File: config.mk
export PLATFORM = sky130hd
export DESIGN_NAME = rbpd_seq
export DESIGN_NICKNAME = d
export VERILOG_FILES = /design/src/rtl/core/rbpd_pkg.sv /design/src/rtl/core/rbpd_seq.sv
export SDC_FILE = /design/constraint.sdc
export NUM_CORES = 1
export LEC_CHECK = 0
export ABC_AREA = 1
export BUFFER_PORTS_ARGS = -buffer_cell sky130_fd_sc_hd__buf_2
export CAP_MARGIN = 10
export CORE_MARGIN = 2
export CORE_UTILIZATION = 33
export CTS_CLUSTER_SIZE = 10
export DETAILED_ROUTE_END_ITERATION = 10
export HOLD_SLACK_MARGIN = 0.06
export SLEW_MARGIN = 20
export SYNTH_ARGS = -nofsm -noshare
export SYNTH_HDL_FRONTEND = slang
export SYNTH_SLANG_ARGS = --single-unit
export TNS_END_PERCENT = 50
File: constraint.sdc
create_clock -name clk_i -period 2.9 [get_ports clk_i]
set_input_delay 0 -clock clk_i [delete_from_list [all_inputs] [get_ports clk_i]]
set_output_delay 0 -clock clk_i [all_outputs]
set_load 0.02 [all_outputs]
File: src/rtl/core/rbpd_pkg.sv
`default_nettype none
package rbpd_pkg;

  localparam int unsigned RING_DEPTH = 2048;
  localparam int unsigned PACKET_MAX = 64;

  localparam int unsigned IDX_W = $clog2(RING_DEPTH);
  localparam int unsigned RD_W  = IDX_W + 1;
  localparam int unsigned LEN_W = 7;
  localparam int unsigned WB_W  = 5;

  localparam logic [WB_W-1:0] WORD_BITS_7     = 5'd7;
  localparam logic [WB_W-1:0] WORD_BITS_8     = 5'd8;
  localparam logic [WB_W-1:0] WORD_BITS_RESET = 5'd8;
  localparam logic [7:0]      SEVEN_BIT_MASK  = 8'h7F;

  typedef enum logic [1:0] {
    FUNC_PUSH = 2'd0,
    FUNC_POLL = 2'd1,
    FUNC_DONE = 2'd2
  } func_e;

  typedef enum logic [2:0] {
    ST_CLEAR,
    ST_IDLE,
    ST_CALC,
    ST_READ,
    ST_EMIT
  } state_e;

  typedef struct packed {
    logic [1:0] func;
    logic [7:0] byte_in;
  } in_t;

  typedef struct packed {
    logic [7:0]       byte_out;
    logic [LEN_W-1:0] chunk_len;
    logic             last;
  } out_t;

  typedef struct packed {
    logic             we;
    logic [IDX_W-1:0] waddr;
    logic [7:0]       wdata;
    logic             re;
    logic [IDX_W-1:0] raddr;
  } ram_req_t;

  typedef struct packed {
    logic             valid;
    logic [LEN_W-1:0] chunk_len;
    logic             last;
  } emit_t;

endpackage
`default_nettype wire

File: src/rtl/core/rbpd_seq.sv
`default_nettype none
module rbpd_seq
  import rbpd_pkg::*;
(
  input  wire logic            clk_i,
  input  wire logic            rst_ni,
  input  wire logic            in_valid_i,
  input  wire in_t             in_data_i,
  input  wire logic [WB_W-1:0] word_bits_i,
  input  wire logic            out_stall_i,
  output logic                 in_stall_o,
  output ram_req_t             ram_req_o,
  output emit_t                emit_o
);

  localparam logic [RD_W-1:0]  DEPTH_RD  = RD_W'(RING_DEPTH);
  localparam logic [IDX_W-1:0] LAST_IDX  = IDX_W'(RING_DEPTH - 1);
  localparam logic [RD_W-1:0]  PKT_RD    = RD_W'(PACKET_MAX);
  localparam logic [LEN_W-1:0] PKT_LEN   = LEN_W'(PACKET_MAX);

  state_e           state_q, state_d;
  logic [IDX_W-1:0] wr_q, wr_d;
  logic [RD_W-1:0]  rd_q, rd_d;
  logic             busy_q, busy_d;
  logic [LEN_W-1:0] len_q, len_d;
  logic [LEN_W-1:0] cnt_q, cnt_d;
  logic [IDX_W-1:0] clr_q, clr_d;

  logic             in_acc;
  logic             out_acc;
  logic             is_last;
  logic             empty;
  logic [RD_W-1:0]  wr_ext;
  logic [RD_W-1:0]  avail;
  logic [LEN_W-1:0] len_calc;
  logic [RD_W-1:0]  rd_inc;
  logic [LEN_W-1:0] cnt_inc;

  assign in_acc  = in_valid_i && (state_q == ST_IDLE);
  assign out_acc = (state_q == ST_EMIT) && !out_stall_i;
  assign rd_inc  = rd_q + RD_W'(1);
  assign cnt_inc = cnt_q + LEN_W'(1);
  assign is_last = (cnt_inc == len_q);

  // Chunk length: stop at the write index, at the wrap point or at PACKET_MAX bytes.
  assign wr_ext   = {1'b0, wr_q};
  assign empty    = (rd_q == wr_ext);
  assign avail    = (rd_q > wr_ext) ? (DEPTH_RD - rd_q) : (wr_ext - rd_q);
  assign len_calc = (avail > PKT_RD) ? PKT_LEN : LEN_W'(avail);

  always_comb begin
    state_d = state_q;
    unique case (state_q)
      ST_CLEAR: begin
        if (clr_q == LAST_IDX) state_d = ST_IDLE;
      end
      ST_IDLE: begin
        if (in_acc && (in_data_i.func == FUNC_POLL) && !busy_q) state_d = ST_CALC;
      end
      ST_CALC: begin
        state_d = empty ? ST_IDLE : ST_READ;
      end
      ST_READ: begin
        state_d = ST_EMIT;
      end
      ST_EMIT: begin
        if (out_acc && is_last) state_d = ST_IDLE;
      end
      default: state_d = ST_IDLE;
    endcase
  end

  always_comb begin
    wr_d   = wr_q;
    rd_d   = rd_q;
    busy_d = busy_q;
    len_d  = len_q;
    cnt_d  = cnt_q;
    clr_d  = clr_q;
    unique case (state_q)
      ST_CLEAR: begin
        clr_d = clr_q + IDX_W'(1);
      end
      ST_IDLE: begin
        if (in_acc) begin
          case (in_data_i.func)
            FUNC_PUSH: wr_d = (wr_q == LAST_IDX) ? '0 : wr_q + IDX_W'(1);
            FUNC_POLL: begin
              // fold a read index resting at the wrap point
              if (!busy_q && (rd_q >= DEPTH_RD)) rd_d = '0;
            end
            FUNC_DONE: busy_d = 1'b0;
            default: ;
          endcase
        end
      end
      ST_CALC: begin
        busy_d = !empty;
        len_d  = len_calc;
        cnt_d  = '0;
      end
      ST_READ: ;
      ST_EMIT: begin
        if (out_acc) begin
          rd_d  = rd_inc;
          cnt_d = cnt_inc;
        end
      end
      default: ;
    endcase
  end

  always_comb begin
    in_stall_o      = (state_q != ST_IDLE);
    ram_req_o       = '0;
    emit_o.valid    = (state_q == ST_EMIT);
    emit_o.chunk_len = len_q;
    emit_o.last     = is_last;
    unique case (state_q)
      ST_CLEAR: begin
        ram_req_o.we    = 1'b1;
        ram_req_o.waddr = clr_q;
      end
      ST_IDLE: begin
        ram_req_o.waddr = wr_q;
        if (in_acc && (in_data_i.func == FUNC_PUSH)) begin
          if (word_bits_i == WORD_BITS_7) begin
            ram_req_o.we    = 1'b1;
            ram_req_o.wdata = in_data_i.byte_in & SEVEN_BIT_MASK;
          end else if (word_bits_i == WORD_BITS_8) begin
            ram_req_o.we    = 1'b1;
            ram_req_o.wdata = in_data_i.byte_in;
          end
        end
      end
      ST_CALC: ;
      ST_READ: begin
        ram_req_o.re    = 1'b1;
        ram_req_o.raddr = rd_q[IDX_W-1:0];
      end
      ST_EMIT: begin
        // fetch the next byte as the current one leaves
        ram_req_o.re    = out_acc && !is_last;
        ram_req_o.raddr = rd_inc[IDX_W-1:0];
      end
      default: ;
    endcase
  end

  always_ff @(posedge clk_i or negedge rst_ni) begin
    if (!rst_ni) begin
      state_q <= ST_CLEAR;
      wr_q    <= '0;
      rd_q    <= '0;
      busy_q  <= 1'b0;
      len_q   <= '0;
      cnt_q   <= '0;
      clr_q   <= '0;
    end else begin
      state_q <= state_d;
      wr_q    <= wr_d;
      rd_q    <= rd_d;
      busy_q  <= busy_d;
      len_q   <= len_d;
      cnt_q   <= cnt_d;
      clr_q   <= clr_d;
    end
  end

endmodule
`default_nettype wire

==> results of run 1 <==
metal layers:
layer,up-vias,GRT usage,routed length (um)
met2,84,0.279,5170
li1,2094,-,-
met3,10,0.0272,425
met1,1876,0.241,5430
met5,-,0,0
met4,0,0.0452,174
cell type report:
| class | count | area share |
|---|---|---|
| Multi-Input combinational cell | 451 | 0.507 |
| Timing Repair Buffer | 69 | 0.0778 |
| Tap cell | 168 | 0.0436 |
| Inverter | 90 | 0.0700 |
| Sequential cell | 52 | 0.270 |
| Clock buffer | 5 | 0.0259 |
| Clock inverter | 3 | 0.00571 |
cell families after synthesis:
group	Yosys count	share of synthesized area
adders and majority gates	17	0.0532
and+or+nand+nor	312	0.345
buffers and inverters	101	0.0951
DFF	52	0.314
AOI/OAI and AO/OA	86	0.117
xor gates and xnor gates	36	0.0761
metrics by stage:
stage / total power (uW) / area [sq um] / setup slack [ps] / std cells
after global placement: 2690 / 4640 / 593 / 827
after CTS: 3350 / 4820 / 460 / 838
after floorplan: 2240 / 4140 / 747 / 604
final: 3340 / 4820 / 419 / 838
after global routing: 3610 / 4820 / 191 / 838
after detailed placement: 2710 / 4640 / 491 / 827
report_power, final:
part	switching (uW)	internal, uW
logic	1120	569
registers	154	863
clock network	298	328
total	1570	1760
worst min path at each step:
| stage | end | cells after the start | from |
|---|---|---|---|
| floorplan | busy_q | 0 | rst_ni |
| global placement | cnt_q[6] | 1 | rst_ni |
| detailed placement | cnt_q[6] | 1 | rst_ni |
| CTS | busy_q | 4 | in_data_i[9] |
| global route | busy_q | 4 | in_data_i[9] |
| finish | busy_q | 4 | in_data_i[9] |
worst min-delay path, delay by kind of cell:
family	cells	cell delay, ps
and+or+nand+nor	1	60
AOI/OAI and AO/OA	2	210
buffers and inverters	1	100
state kept, by name, summed over array words and instances (netlist names):
name     flops
busy_q       1
clr_q       11
cnt_q        7
len_q        7
rd_q        12
state_q      3
wr_q        11
cells in the mapped netlist (3+ instances only):
| cell | n | area (sq um) |
|---|---|---|
| sky130_fd_sc_hd__a21oi_1 | 22 | 110 |
| sky130_fd_sc_hd__xor2_1 | 27 | 236 |
| sky130_fd_sc_hd__o22ai_1 | 9 | 56.3 |
| sky130_fd_sc_hd__clkbuf_1 | 6 | 22.5 |
| sky130_fd_sc_hd__xnor2_1 | 9 | 78.8 |
| sky130_fd_sc_hd__nor2_4 | 3 | 33.8 |
| sky130_fd_sc_hd__nor3_1 | 8 | 40.0 |
| sky130_fd_sc_hd__ha_1 | 16 | 200 |
| sky130_fd_sc_hd__nand2_2 | 6 | 37.5 |
| sky130_fd_sc_hd__o21ai_1 | 10 | 50.1 |
| sky130_fd_sc_hd__inv_2 | 7 | 26.3 |
| sky130_fd_sc_hd__nand2_1 | 157 | 589 |
| sky130_fd_sc_hd__o21ai_0 | 32 | 160 |
| sky130_fd_sc_hd__a31oi_1 | 5 | 31.3 |
| sky130_fd_sc_hd__dfrtp_1 | 52 | 1300 |
| sky130_fd_sc_hd__nor2_2 | 4 | 25.0 |
| sky130_fd_sc_hd__buf_2 | 3 | 15.0 |
| sky130_fd_sc_hd__nand3b_1 | 3 | 22.5 |
| sky130_fd_sc_hd__nand3_1 | 43 | 215 |
| sky130_fd_sc_hd__inv_1 | 82 | 308 |
| sky130_fd_sc_hd__nand4_1 | 17 | 106 |
| sky130_fd_sc_hd__o31ai_1 | 4 | 30.0 |
| sky130_fd_sc_hd__nor2_1 | 56 | 210 |
| sky130_fd_sc_hd__nand3_2 | 4 | 40.0 |
==> impl_metrics.prom, run 1 <==
# TYPE chip_impl_metric gauge
chip_impl_metric{name="synthCells",unit=""} 604
chip_impl_metric{name="yosys.cell_types.count",unit=""} 38
chip_impl_metric{name="area_delta_synth_final",unit="%"} 16.5
chip_impl_metric{name="period_minus_slack",unit="ps"} 2480
chip_impl_metric{name="final.fill_count",unit=""} 1325
chip_impl_metric{name="cts.hold.buffers_added",unit=""} 3
chip_impl_metric{name="power.leakage",unit="uW"} 0.00246
chip_impl_metric{name="grt_max_degree",unit=""} 28
chip_impl_metric{name="peak_fanout_along_the_critical_path",unit=""} 6
chip_impl_metric{name="vias",unit=""} 4064
chip_impl_metric{name="core_region_area",unit="sq um"} 12100
chip_impl_metric{name="layout_worst_path_cycle_share",unit=""} 0.856
chip_impl_metric{name="layout.nets",unit=""} 705
chip_impl_metric{name="clock.fmax",unit="MHz"} 403
chip_impl_metric{name="synth-seq-area-share",unit=""} 0.314
chip_impl_metric{name="cts-buffers-inserted",unit=""} 5
chip_impl_metric{name="dieHeight",unit="um"} 116
chip_impl_info{name="setup.worst_path.end",value="len_q[3]"} 1
chip_impl_metric{name="syn_area_per_cell",unit="sq um"} 6.86
chip_impl_metric{name="synthesis.yosys.warnings",unit=""} 0
chip_impl_metric{name="critical_path_required",unit="ps"} 3080
chip_impl_metric{name="placementRows",unit=""} 40
chip_impl_info{name="min-delay-path-class",value="in2reg"} 1
chip_impl_metric{name="post_synth_instance_area",unit="sq um"} 4140
chip_impl_metric{name="floorplan.die_area",unit="sq um"} 13500
chip_impl_metric{name="clock_pin_slew_worst_setup_and_hold_paths",unit="ps"} 80
chip_impl_metric{name="drt_first_iter_violations",unit=""} 263
chip_impl_info{name="layout.cells.most_common_list",value="sky130_fd_sc_hd__nand2_1 (157), sky130_fd_sc_hd__inv_1 (82), sky130_fd_sc_hd__buf_2 (60)"} 1
chip_impl_metric{name="max-vdd-ir-drop",unit="mV"} 0.353
chip_impl_metric{name="hpwlAfterDp",unit="um"} 8840
chip_impl_metric{name="avgViaCountPerCell",unit=""} 4.85
chip_impl_metric{name="worst_ep_arrival_time",unit="ps"} 2660
chip_impl_metric{name="multiInputGateArea",unit="sq um"} 2450
chip_impl_info{name="setup.worst_path.start",value="wr_q[0]"} 1
chip_impl_metric{name="async_flop_share",unit=""} 1.00
chip_impl_metric{name="area.sequential",unit="sq um"} 1300
chip_impl_info{name="timing.critical_path.cells",value="inv_1 > ha_1 > inv_1 > fa_1 > nand2_1 > nand2_1 > nand2_1 > nor2_1 > nor2_1 > nand3_1 > nand2_1 > nor2_2 > nand3_2 > nand2_4 > nand3_1 > nand2_1"} 1
chip_impl_metric{name="dieWidth",unit="um"} 116
chip_impl_metric{name="worst-r2r-setup-slack",unit="ps"} 420
chip_impl_info{name="cpMostUsedCell",value="sky130_fd_sc_hd__nand2_1"} 1
chip_impl_metric{name="finalSetupViolations",unit=""} 0
chip_impl_metric{name="cts.repair.resized",unit=""} 0
chip_impl_metric{name="initial_utilization",unit=""} 0.342
chip_impl_metric{name="combined_buffer_and_inverter_count_along_the_critical_path",unit=""} 2
chip_impl_metric{name="r2r_depth",unit=""} 16
chip_impl_info{name="synth_flop_cell",value="sky130_fd_sc_hd__dfrtp_1"} 1
chip_impl_metric{name="drt_pre_antenna_iters",unit=""} 5
chip_impl_metric{name="timing.critical_path.depth",unit=""} 16
chip_impl_metric{name="grtUsageTotal",unit=""} 0.172
chip_impl_metric{name="port_buffers",unit=""} 60
chip_impl_metric{name="max-slew-margin-rel",unit=""} 0.532
chip_impl_metric{name="cts_setup_buffers",unit=""} 0
chip_impl_metric{name="cap_violations",unit=""} 0
chip_impl_metric{name="clock_path_buffers",unit=""} 2
chip_impl_metric{name="routed_wl",unit="um"} 11200
chip_impl_info{name="layout_commonest_cell",value="sky130_fd_sc_hd__nand2_1"} 1
chip_impl_info{name="setup_repair_after_global_routing_missed_its_margin",value="no"} 1
chip_impl_metric{name="insertion_delay",unit="ps"} 310
chip_impl_metric{name="synth.net_count",unit=""} 640
chip_impl_metric{name="cts.htree.levels",unit=""} 2
chip_impl_metric{name="grt.overflow.total",unit=""} 0
chip_impl_info{name="critPathCaptureType",value="flop"} 1
chip_impl_metric{name="clock_sinks",unit=""} 52
chip_impl_info{name="crit-reg2reg-capture",value="len_q[3]"} 1
chip_impl_metric{name="max_stage_delay",unit="ps"} 420
chip_impl_metric{name="worst_hold_slack",unit="ps"} 110
chip_impl_metric{name="antenna_violations_before_repair",unit=""} 0
chip_impl_metric{name="drc",unit=""} 0
chip_impl_info{name="cts_tree",value="done"} 1
chip_impl_info{name="regToRegStartpoint",value="wr_q[0]"} 1
chip_impl_metric{name="number_of_pins_exceeding_their_max_slew_limit_in_the_final_report",unit=""} 0
chip_impl_metric{name="post_route_cells_drive_above_1_share",unit=""} 0.160
chip_impl_metric{name="finalHoldViolCount",unit=""} 0
chip_impl_metric{name="transition_time_at_the_pin_with_the_least_slew_margin",unit="ps"} 702
chip_impl_metric{name="final_core_utilization",unit=""} 0.398
chip_impl_metric{name="grt_first_pass_wirelength",unit="um"} 18400
chip_impl_metric{name="synth_enable_flop_cells",unit=""} 0
chip_impl_info{name="outcome",value="complete, no violations"} 1
chip_impl_metric{name="avgRoutedWirePerCell",unit="um"} 13.4
chip_impl_metric{name="tns",unit="ps"} 0
chip_impl_metric{name="ys_ff_latch",unit=""} 52
chip_impl_metric{name="gp_congestion",unit=""} 0.897
chip_impl_info{name="worstSetupPathType",value="reg2reg"} 1
chip_impl_metric{name="first_global_vias",unit=""} 3854
chip_impl_metric{name="antenna_violating_nets_post_route",unit=""} 0
chip_impl_metric{name="powerDensity",unit="nW/um^2"} 691
chip_impl_metric{name="fin_worst_skew",unit="ps"} 18.8
chip_impl_info{name="worstSetupStartpointType",value="flop"} 1
chip_impl_info{name="cts_root_buf",value="sky130_fd_sc_hd__clkbuf_16"} 1
chip_impl_info{name="critical_path.top_delay_family",value="simple AND/OR/NAND/NOR gates"} 1
chip_impl_metric{name="top_level_ports",unit=""} 61
chip_impl_info{name="critical-path-slowest-cell",value="sky130_fd_sc_hd__fa_1"} 1
chip_impl_metric{name="antenna_cells",unit=""} 0
(Power assumes the default switching activity.)
==> run 2: changes to the inputs <==
Settings changed: RECOVER_POWER set to 50, SLEW_MARGIN 20 to 10.
==> run 2 against run 1 <==
The run now ends with capacitance limit, slew limit left. Non-clock buffer count did not move. Cell count unchanged. Global-route usage unchanged. Core utilization decreased by 0.28 points. Critical path depth did not move. Critical path type unchanged.
==> impl_metrics.prom, run 2 (synthesis gave the netlist of run 1 again) <==
# TYPE chip_impl_metric gauge
chip_impl_metric{name="final_core_utilization",unit=""} 0.396
chip_impl_metric{name="max-vdd-ir-drop",unit="mV"} 0.338
chip_impl_metric{name="clock_pin_slew_worst_setup_and_hold_paths",unit="ps"} 80
chip_impl_info{name="timing.hold.worst.start",value="in_data_i[9]"} 1
chip_impl_metric{name="floorplan.die_area",unit="sq um"} 13500
chip_impl_info{name="worstSetupStartpointType",value="flop"} 1
chip_impl_metric{name="antenna_cells",unit=""} 0
chip_impl_metric{name="port_buffers",unit=""} 60
chip_impl_metric{name="drc",unit=""} 0
chip_impl_metric{name="comb_power_share",unit=""} 0.501
chip_impl_metric{name="number_of_pins_exceeding_their_max_slew_limit_in_the_final_report",unit=""} 27
chip_impl_metric{name="tns",unit="ps"} 0
chip_impl_metric{name="portion_of_total_power_attributed_to_the_clock_network",unit=""} 0.191
chip_impl_metric{name="clock_path_buffers",unit=""} 2
chip_impl_metric{name="critical_path_required",unit="ps"} 3080
chip_impl_info{name="layout.cells.most_common_list",value="sky130_fd_sc_hd__nand2_1 (157), sky130_fd_sc_hd__inv_1 (85), sky130_fd_sc_hd__nor2_1 (56)"} 1
chip_impl_metric{name="antenna_violating_nets_post_route",unit=""} 0
chip_impl_metric{name="top_level_ports",unit=""} 61
chip_impl_info{name="layout_commonest_cell",value="sky130_fd_sc_hd__nand2_1"} 1
chip_impl_info{name="cts_tree",value="done"} 1
chip_impl_metric{name="area_delta_synth_final",unit="%"} 15.6
chip_impl_info{name="top_regs",value="rd_q: 12 flops, clr_q: 11 flops, wr_q: 11 flops"} 1
chip_impl_metric{name="worst_ep_arrival_time",unit="ps"} 2670
chip_impl_metric{name="cts-buffers-inserted",unit=""} 5
chip_impl_metric{name="first_global_vias",unit=""} 3854
chip_impl_metric{name="final_design_area_no_fill",unit="sq um"} 4790
chip_impl_metric{name="antenna_violations_before_repair",unit=""} 0
chip_impl_info{name="setup.worst_path.start",value="wr_q[0]"} 1
chip_impl_metric{name="grtUsageTotal",unit=""} 0.172
chip_impl_metric{name="grt_util_met3",unit=""} 0.0272
chip_impl_metric{name="grt_first_pass_wirelength",unit="um"} 18400
chip_impl_metric{name="dpl-instance-area",unit="sq um"} 4640
chip_impl_metric{name="placementRows",unit=""} 40
chip_impl_info{name="violations",value="capacitance limit, slew limit"} 1
chip_impl_metric{name="cts.htree.levels",unit=""} 2
chip_impl_metric{name="use_met2",unit=""} 0.279
chip_impl_metric{name="powerDensity",unit="nW/um^2"} 689
chip_impl_metric{name="avgViaCountPerCell",unit=""} 4.87
chip_impl_metric{name="avgRoutedWirePerCell",unit="um"} 13.4
chip_impl_metric{name="finalSetupViolations",unit=""} 0
chip_impl_metric{name="dieHeight",unit="um"} 116
chip_impl_metric{name="transition_time_at_the_pin_with_the_least_slew_margin",unit="ps"} 1670
chip_impl_metric{name="cellInternalPower",unit="uW"} 1730
chip_impl_info{name="regToRegStartpoint",value="wr_q[0]"} 1
chip_impl_metric{name="layout_worst_path_cycle_share",unit=""} 0.857
chip_impl_metric{name="post_route_cells_drive_above_1_share",unit=""} 0.131
chip_impl_metric{name="sequentialPowerShare",unit=""} 0.308
chip_impl_metric{name="core_region_area",unit="sq um"} 12100
chip_impl_metric{name="vias",unit=""} 4082
chip_impl_info{name="min-delay-path-class",value="in2reg"} 1
chip_impl_metric{name="cts_setup_buffers",unit=""} 0
chip_impl_metric{name="power.leakage",unit="uW"} 0.00241
chip_impl_metric{name="finalHoldViolCount",unit=""} 0
chip_impl_info{name="max_flop_register",value="rd_q"} 1
chip_impl_metric{name="worst_hold_slack",unit="ps"} 106
chip_impl_metric{name="clock_sinks",unit=""} 52
chip_impl_metric{name="fin_worst_skew",unit="ps"} 20.0
chip_impl_metric{name="max-slew-margin-rel",unit=""} -0.114
chip_impl_info{name="grt.busiest_layer",value="met2"} 1
chip_impl_metric{name="layout.nets",unit=""} 705
chip_impl_metric{name="hpwlAfterDp",unit="um"} 8840
chip_impl_metric{name="drt_pre_antenna_iters",unit=""} 4
chip_impl_metric{name="routed_wl",unit="um"} 11200
chip_impl_metric{name="gp_congestion",unit=""} 0.897
chip_impl_info{name="cts_root_buf",value="sky130_fd_sc_hd__clkbuf_16"} 1
chip_impl_metric{name="netSwitchingPower",unit="uW"} 1570
chip_impl_metric{name="dieWidth",unit="um"} 116
chip_impl_metric{name="initial_utilization",unit=""} 0.342
chip_impl_metric{name="grt.overflow.total",unit=""} 0
chip_impl_info{name="outcome",value="complete, but fails checks"} 1
chip_impl_metric{name="insertion_delay",unit="ps"} 310
chip_impl_info{name="critPathCaptureType",value="flop"} 1
chip_impl_metric{name="peak_fanout_along_the_critical_path",unit=""} 6
chip_impl_metric{name="largest_register_ff_count",unit=""} 12
chip_impl_metric{name="power_switching_share",unit=""} 0.475
chip_impl_info{name="worstSetupPathType",value="reg2reg"} 1
chip_impl_info{name="setup_repair_after_global_routing_missed_its_margin",value="no"} 1
chip_impl_metric{name="clock.fmax",unit="MHz"} 402
chip_impl_metric{name="cap_violations",unit=""} 1
chip_impl_metric{name="grt_max_degree",unit=""} 28
chip_impl_metric{name="grt.met1_usage",unit=""} 0.241
chip_impl_metric{name="period_minus_slack",unit="ps"} 2490
chip_impl_metric{name="drt_first_iter_violations",unit=""} 265
## run 2: cell types whose count changed in the layout (fill, tap and decap cells not counted), sizes merged
cell and change:
clkbuf +16, buf -16
## run 2: per-layer routing
metal / wire [um] / part of all wire / up-vias
li1: - / - / 2087
met1: 5430 / 0.48 / 1885
met2: 5200 / 0.46 / 100
met3: 415 / 0.037 / 10
met4: 174 / 0.016 / 0
met5: 0 / 0 / -
## run 2: final cells by class
class                      instances  area [sq um]
inverter                          90           338
timing repair buffer              69           347
tap                              168           210
fill                            1337          7320
clock buffer                       5           125
clock inverter                     3          27.5
multi-input combinational        451          2440
sequential                        52          1300
## run 2: through the flow
| stage | instances | power, uW | setup slack, ps |
|---|---|---|---|
| 3_3_place_gp | 827 | 2690 | 593 |
| 6_report | 838 | 3300 | 414 |
| 5_1_grt | 838 | 3570 | 191 |
| 4_1_cts | 838 | 3350 | 460 |
| 3_5_place_dp | 827 | 2710 | 491 |
| 2_1_floorplan | 604 | 2240 | 747 |
## run 2: power by group through the flow
stage | clock network (uW) | logic (uW) | registers (uW)
floorplan | 0 | 1240 | 995
global placement | 0 | 1670 | 1020
finish | 629 | 1650 | 1020
CTS | 642 | 1690 | 1010
global route | 670 | 1870 | 1030
detailed placement | 0 | 1680 | 1030
## run 2: worst max-delay path: stages (launching register included)
cell and delay, ps:
sky130_fd_sc_hd__dfrtp_1 410, sky130_fd_sc_hd__inv_1 180, sky130_fd_sc_hd__ha_1 180, sky130_fd_sc_hd__inv_1 70, sky130_fd_sc_hd__fa_1 420, sky130_fd_sc_hd__nand2_1 90
sky130_fd_sc_hd__nand2_1 70, sky130_fd_sc_hd__nand2_1 130, sky130_fd_sc_hd__nor2_1 70, sky130_fd_sc_hd__nor2_1 190, sky130_fd_sc_hd__nand3_1 130, sky130_fd_sc_hd__nand2_1 100
sky130_fd_sc_hd__nor2_2 40, sky130_fd_sc_hd__nand3_2 80, sky130_fd_sc_hd__nand2_4 70, sky130_fd_sc_hd__nand3_1 90, sky130_fd_sc_hd__nand2_1 50
## run 2: timing repair
item,CTS,global route
hold buffers,3,0
gates resized for setup,0,0
hold endpoints to repair,27,0
## run 2: worst paths after layout
| check | to | slack, ps | cells after the start |
|---|---|---|---|
| hold reg to reg | clr_q[10] | 480 | 1 |
| max in group asynchronous | rd_q[11] | 770 | 3 |
| hold / removal | busy_q | 110 | 4 |
| min in group asynchronous | len_q[4] | 670 | 2 |
| setup reg to reg | len_q[3] | 410 | 16 |
| setup / recovery | len_q[3] | 410 | 16 |
==> run 3: changes to the inputs <==
Settings changed: CELL_PAD_IN_SITES_DETAIL_PLACEMENT set to 0, CELL_PAD_IN_SITES_GLOBAL_PLACEMENT set to 1, PLACE_DENSITY_LB_ADDON set to 0.1.
==> run 3 against run 2 <==
The run now ends clean. Design area stayed put. Die area did not move. Largest power group unchanged. Maximum frequency shrank 1.4%. First-iteration DRC count fell by 16%. Critical endpoint unchanged. Combinational power about the same. Clock-buffer cell count grew 1. Worst hold slack worse by 28 ps. Via count down 2.2%. Global-route usage is 2.1 points higher. Power up 2.5%. Sequential power hardly changed. Non-clock buffer count shrank 3.
==> impl_metrics.prom, run 3 (synthesis gave the netlist of run 1 again) <==
# TYPE chip_impl_metric gauge
chip_impl_metric{name="largest_register_ff_count",unit=""} 12
chip_impl_metric{name="max-vdd-ir-drop",unit="mV"} 0.447
chip_impl_metric{name="grt.met1_usage",unit=""} 0.254
chip_impl_metric{name="peak_fanout_along_the_critical_path",unit=""} 6
chip_impl_metric{name="r2r_depth",unit=""} 16
chip_impl_metric{name="max_stage_delay",unit="ps"} 420
chip_impl_metric{name="dieHeight",unit="um"} 116
chip_impl_info{name="cpMostUsedCell",value="sky130_fd_sc_hd__nand2_1"} 1
chip_impl_metric{name="critical_path_required",unit="ps"} 3080
chip_impl_metric{name="clock_pin_slew_worst_setup_and_hold_paths",unit="ps"} 80
chip_impl_metric{name="first_global_vias",unit=""} 3896
chip_impl_metric{name="antenna_violations_before_repair",unit=""} 0
chip_impl_metric{name="number_of_pins_exceeding_their_max_slew_limit_in_the_final_report",unit=""} 0
chip_impl_metric{name="transition_time_at_the_pin_with_the_least_slew_margin",unit="ps"} 1480
chip_impl_info{name="critPathCaptureType",value="flop"} 1
chip_impl_metric{name="final.fill_count",unit=""} 1308
chip_impl_metric{name="multiInputGateArea",unit="sq um"} 2440
chip_impl_metric{name="preCtsSetupSlack",unit="ps"} 418
chip_impl_metric{name="worst_ep_arrival_time",unit="ps"} 2700
chip_impl_metric{name="cts.htree.levels",unit=""} 2
chip_impl_metric{name="placedCellCount",unit=""} 825
chip_impl_metric{name="avgViaCountPerCell",unit=""} 4.78
chip_impl_metric{name="dpl-instance-area",unit="sq um"} 4630
chip_impl_metric{name="powerDensity",unit="nW/um^2"} 706
chip_impl_metric{name="layout.nets",unit=""} 702
chip_impl_metric{name="grtUsageTotal",unit=""} 0.193
chip_impl_metric{name="area.sequential",unit="sq um"} 1300
chip_impl_metric{name="top_level_ports",unit=""} 61
chip_impl_metric{name="layout_worst_path_cycle_share",unit=""} 0.870
chip_impl_info{name="timing.critical_path.cells",value="inv_1 > ha_1 > inv_1 > fa_1 > nand2_1 > nand2_1 > nand2_1 > nor2_1 > nor2_1 > nand3_1 > nand2_1 > nor2_1 > nand3_2 > nand2_4 > nand3_1 > nand2_1"} 1
chip_impl_info{name="min-delay-path-class",value="in2reg"} 1
chip_impl_info{name="layout_commonest_cell",value="sky130_fd_sc_hd__nand2_1"} 1
chip_impl_info{name="holdPathEnd",value="state_q[0]"} 1
chip_impl_metric{name="port_buffers",unit=""} 60
chip_impl_metric{name="drc",unit=""} 0
chip_impl_metric{name="fin_cells",unit=""} 835
chip_impl_info{name="worstSetupStartpointType",value="flop"} 1
chip_impl_metric{name="insertion_delay",unit="ps"} 300
chip_impl_metric{name="antenna_violating_nets_post_route",unit=""} 0
chip_impl_metric{name="clock.fmax",unit="MHz"} 397
chip_impl_metric{name="dieWidth",unit="um"} 116
chip_impl_metric{name="use_met2",unit=""} 0.343
chip_impl_metric{name="vias",unit=""} 3994
chip_impl_metric{name="period_minus_slack",unit="ps"} 2520
chip_impl_metric{name="antenna_cells",unit=""} 0
chip_impl_metric{name="drt_first_iter_violations",unit=""} 223
chip_impl_metric{name="final_design_area_no_fill",unit="sq um"} 4790
chip_impl_metric{name="timing.hold.worst_path_depth",unit=""} 4
chip_impl_info{name="setup_repair_after_global_routing_missed_its_margin",value="no"} 1
chip_impl_info{name="crit-reg2reg-capture",value="len_q[3]"} 1
chip_impl_metric{name="max-slew-margin-rel",unit=""} 0.0136
chip_impl_metric{name="drt_pre_antenna_iters",unit=""} 5
chip_impl_info{name="outcome",value="complete, no violations"} 1
chip_impl_metric{name="hpwlAfterDp",unit="um"} 10000
chip_impl_metric{name="grt_util_met3",unit=""} 0.0288
chip_impl_metric{name="initial_utilization",unit=""} 0.342
chip_impl_metric{name="floorplan.die_area",unit="sq um"} 13500
chip_impl_metric{name="core_region_area",unit="sq um"} 12100
chip_impl_info{name="cts_root_buf",value="sky130_fd_sc_hd__clkbuf_16"} 1
chip_impl_info{name="cts_tree",value="done"} 1
chip_impl_metric{name="total_power",unit="uW"} 3380
chip_impl_metric{name="grt_first_pass_wirelength",unit="um"} 20200
chip_impl_info{name="layout.cells.most_common_list",value="sky130_fd_sc_hd__nand2_1 (158), sky130_fd_sc_hd__inv_1 (84), sky130_fd_sc_hd__nor2_1 (56)"} 1
chip_impl_metric{name="cts-buffers-inserted",unit=""} 5
chip_impl_info{name="critical-path-slowest-cell",value="sky130_fd_sc_hd__fa_1"} 1
chip_impl_metric{name="placementRows",unit=""} 40
chip_impl_metric{name="tns",unit="ps"} 0
chip_impl_metric{name="setup_slack",unit="ps"} 378
chip_impl_info{name="max_flop_register",value="rd_q"} 1
chip_impl_info{name="worstSetupPathType",value="reg2reg"} 1
chip_impl_info{name="timing.hold.worst.start",value="in_valid_i"} 1
chip_impl_info{name="regToRegStartpoint",value="wr_q[0]"} 1
chip_impl_metric{name="finalSetupViolations",unit=""} 0
chip_impl_metric{name="power.leakage",unit="uW"} 0.00241
chip_impl_metric{name="gp_congestion",unit=""} 0.848
chip_impl_info{name="top_regs",value="rd_q: 12 flops, clr_q: 11 flops, wr_q: 11 flops"} 1
chip_impl_metric{name="area_delta_synth_final",unit="%"} 15.6
chip_impl_metric{name="grt.overflow.total",unit=""} 0
chip_impl_metric{name="finalHoldViolCount",unit=""} 0
chip_impl_metric{name="cap_violations",unit=""} 0
chip_impl_metric{name="fin_worst_skew",unit="ps"} 10.9
chip_impl_metric{name="clock_sinks",unit=""} 52
chip_impl_metric{name="clock_path_buffers",unit=""} 2
chip_impl_info{name="grt.busiest_layer",value="met2"} 1
chip_impl_metric{name="post_route_cells_drive_above_1_share",unit=""} 0.129
chip_impl_metric{name="grt_max_degree",unit=""} 28
chip_impl_metric{name="worst-r2r-setup-slack",unit="ps"} 380
chip_impl_metric{name="routed_wl",unit="um"} 12300
chip_impl_metric{name="avgRoutedWirePerCell",unit="um"} 14.7
## run 3: cell count changes in the layout (fill, tap and decap cells not counted), sizes merged
cell | before | now
buf | 50 | 48
bufinv | 0 | 1
clkbuf | 21 | 22
clkinvlp | 1 | 0
dlygate4sd3 | 3 | 2
inv | 90 | 89
## run 3: power by group
part           total, uW  switching [uW]  internal (uW)  leakage, uW
sequential          1020             155            863     0.000679
combinational       1650            1110            531      0.00164
clock                720             287            433    0.0000871
total               3380            1560           1830      0.00241
## run 3: worst max-delay path: cells and delay by family (launching register included)
kind	cells	cell delay, ps
simple gates	12	1190
fa+ha+maj	2	590
buf+inv	2	230
flops	1	410
## run 3: worst max-delay path by stage
stage,from,to,slack [ps]
after global routing,wr_q[0],len_q[3],110
final,wr_q[0],len_q[3],380
after floorplan,wr_q[0],len_q[3],750
after CTS,wr_q[0],len_q[3],390
after global placement,wr_q[0],len_q[1],470
after detailed placement,wr_q[0],len_q[3],420
## run 3: area by class of cell
cell class | count | share of cell area
clock buffers | 6 | 0.0290
clock inverters | 2 | 0.00810
inverters | 90 | 0.0705
multi-input cells | 451 | 0.509
flip-flops and latches | 52 | 0.272
well taps | 168 | 0.0439
repair buffers | 66 | 0.0676
## run 3: per-layer routing
layer | up-vias | share of wire
met5 | - | 0
met2 | 91 | 0.49
met1 | 1814 | 0.47
met4 | 0 | 0.0057
li1 | 2085 | -
met3 | 4 | 0.039
## run 3: through the flow
step | utilization | hold WS (ps)
finish | 0.396 | 77.7
CTS | 0.398 | 82.0
floorplan | - | -296
detailed placement | 0.382 | 53.5
global placement | 0.382 | 60.4
global route | 0.396 | 120
## run 3: what timing repair did
| item | in CTS | in global routing |
|---|---|---|
| gates resized for setup | 0 | 0 |
| endpoints found under the hold margin | 28 | 0 |
| setup endpoints to repair | 0 | 0 |
| hold buffers | 2 | 0 |
| setup buffers | 0 | 0 |
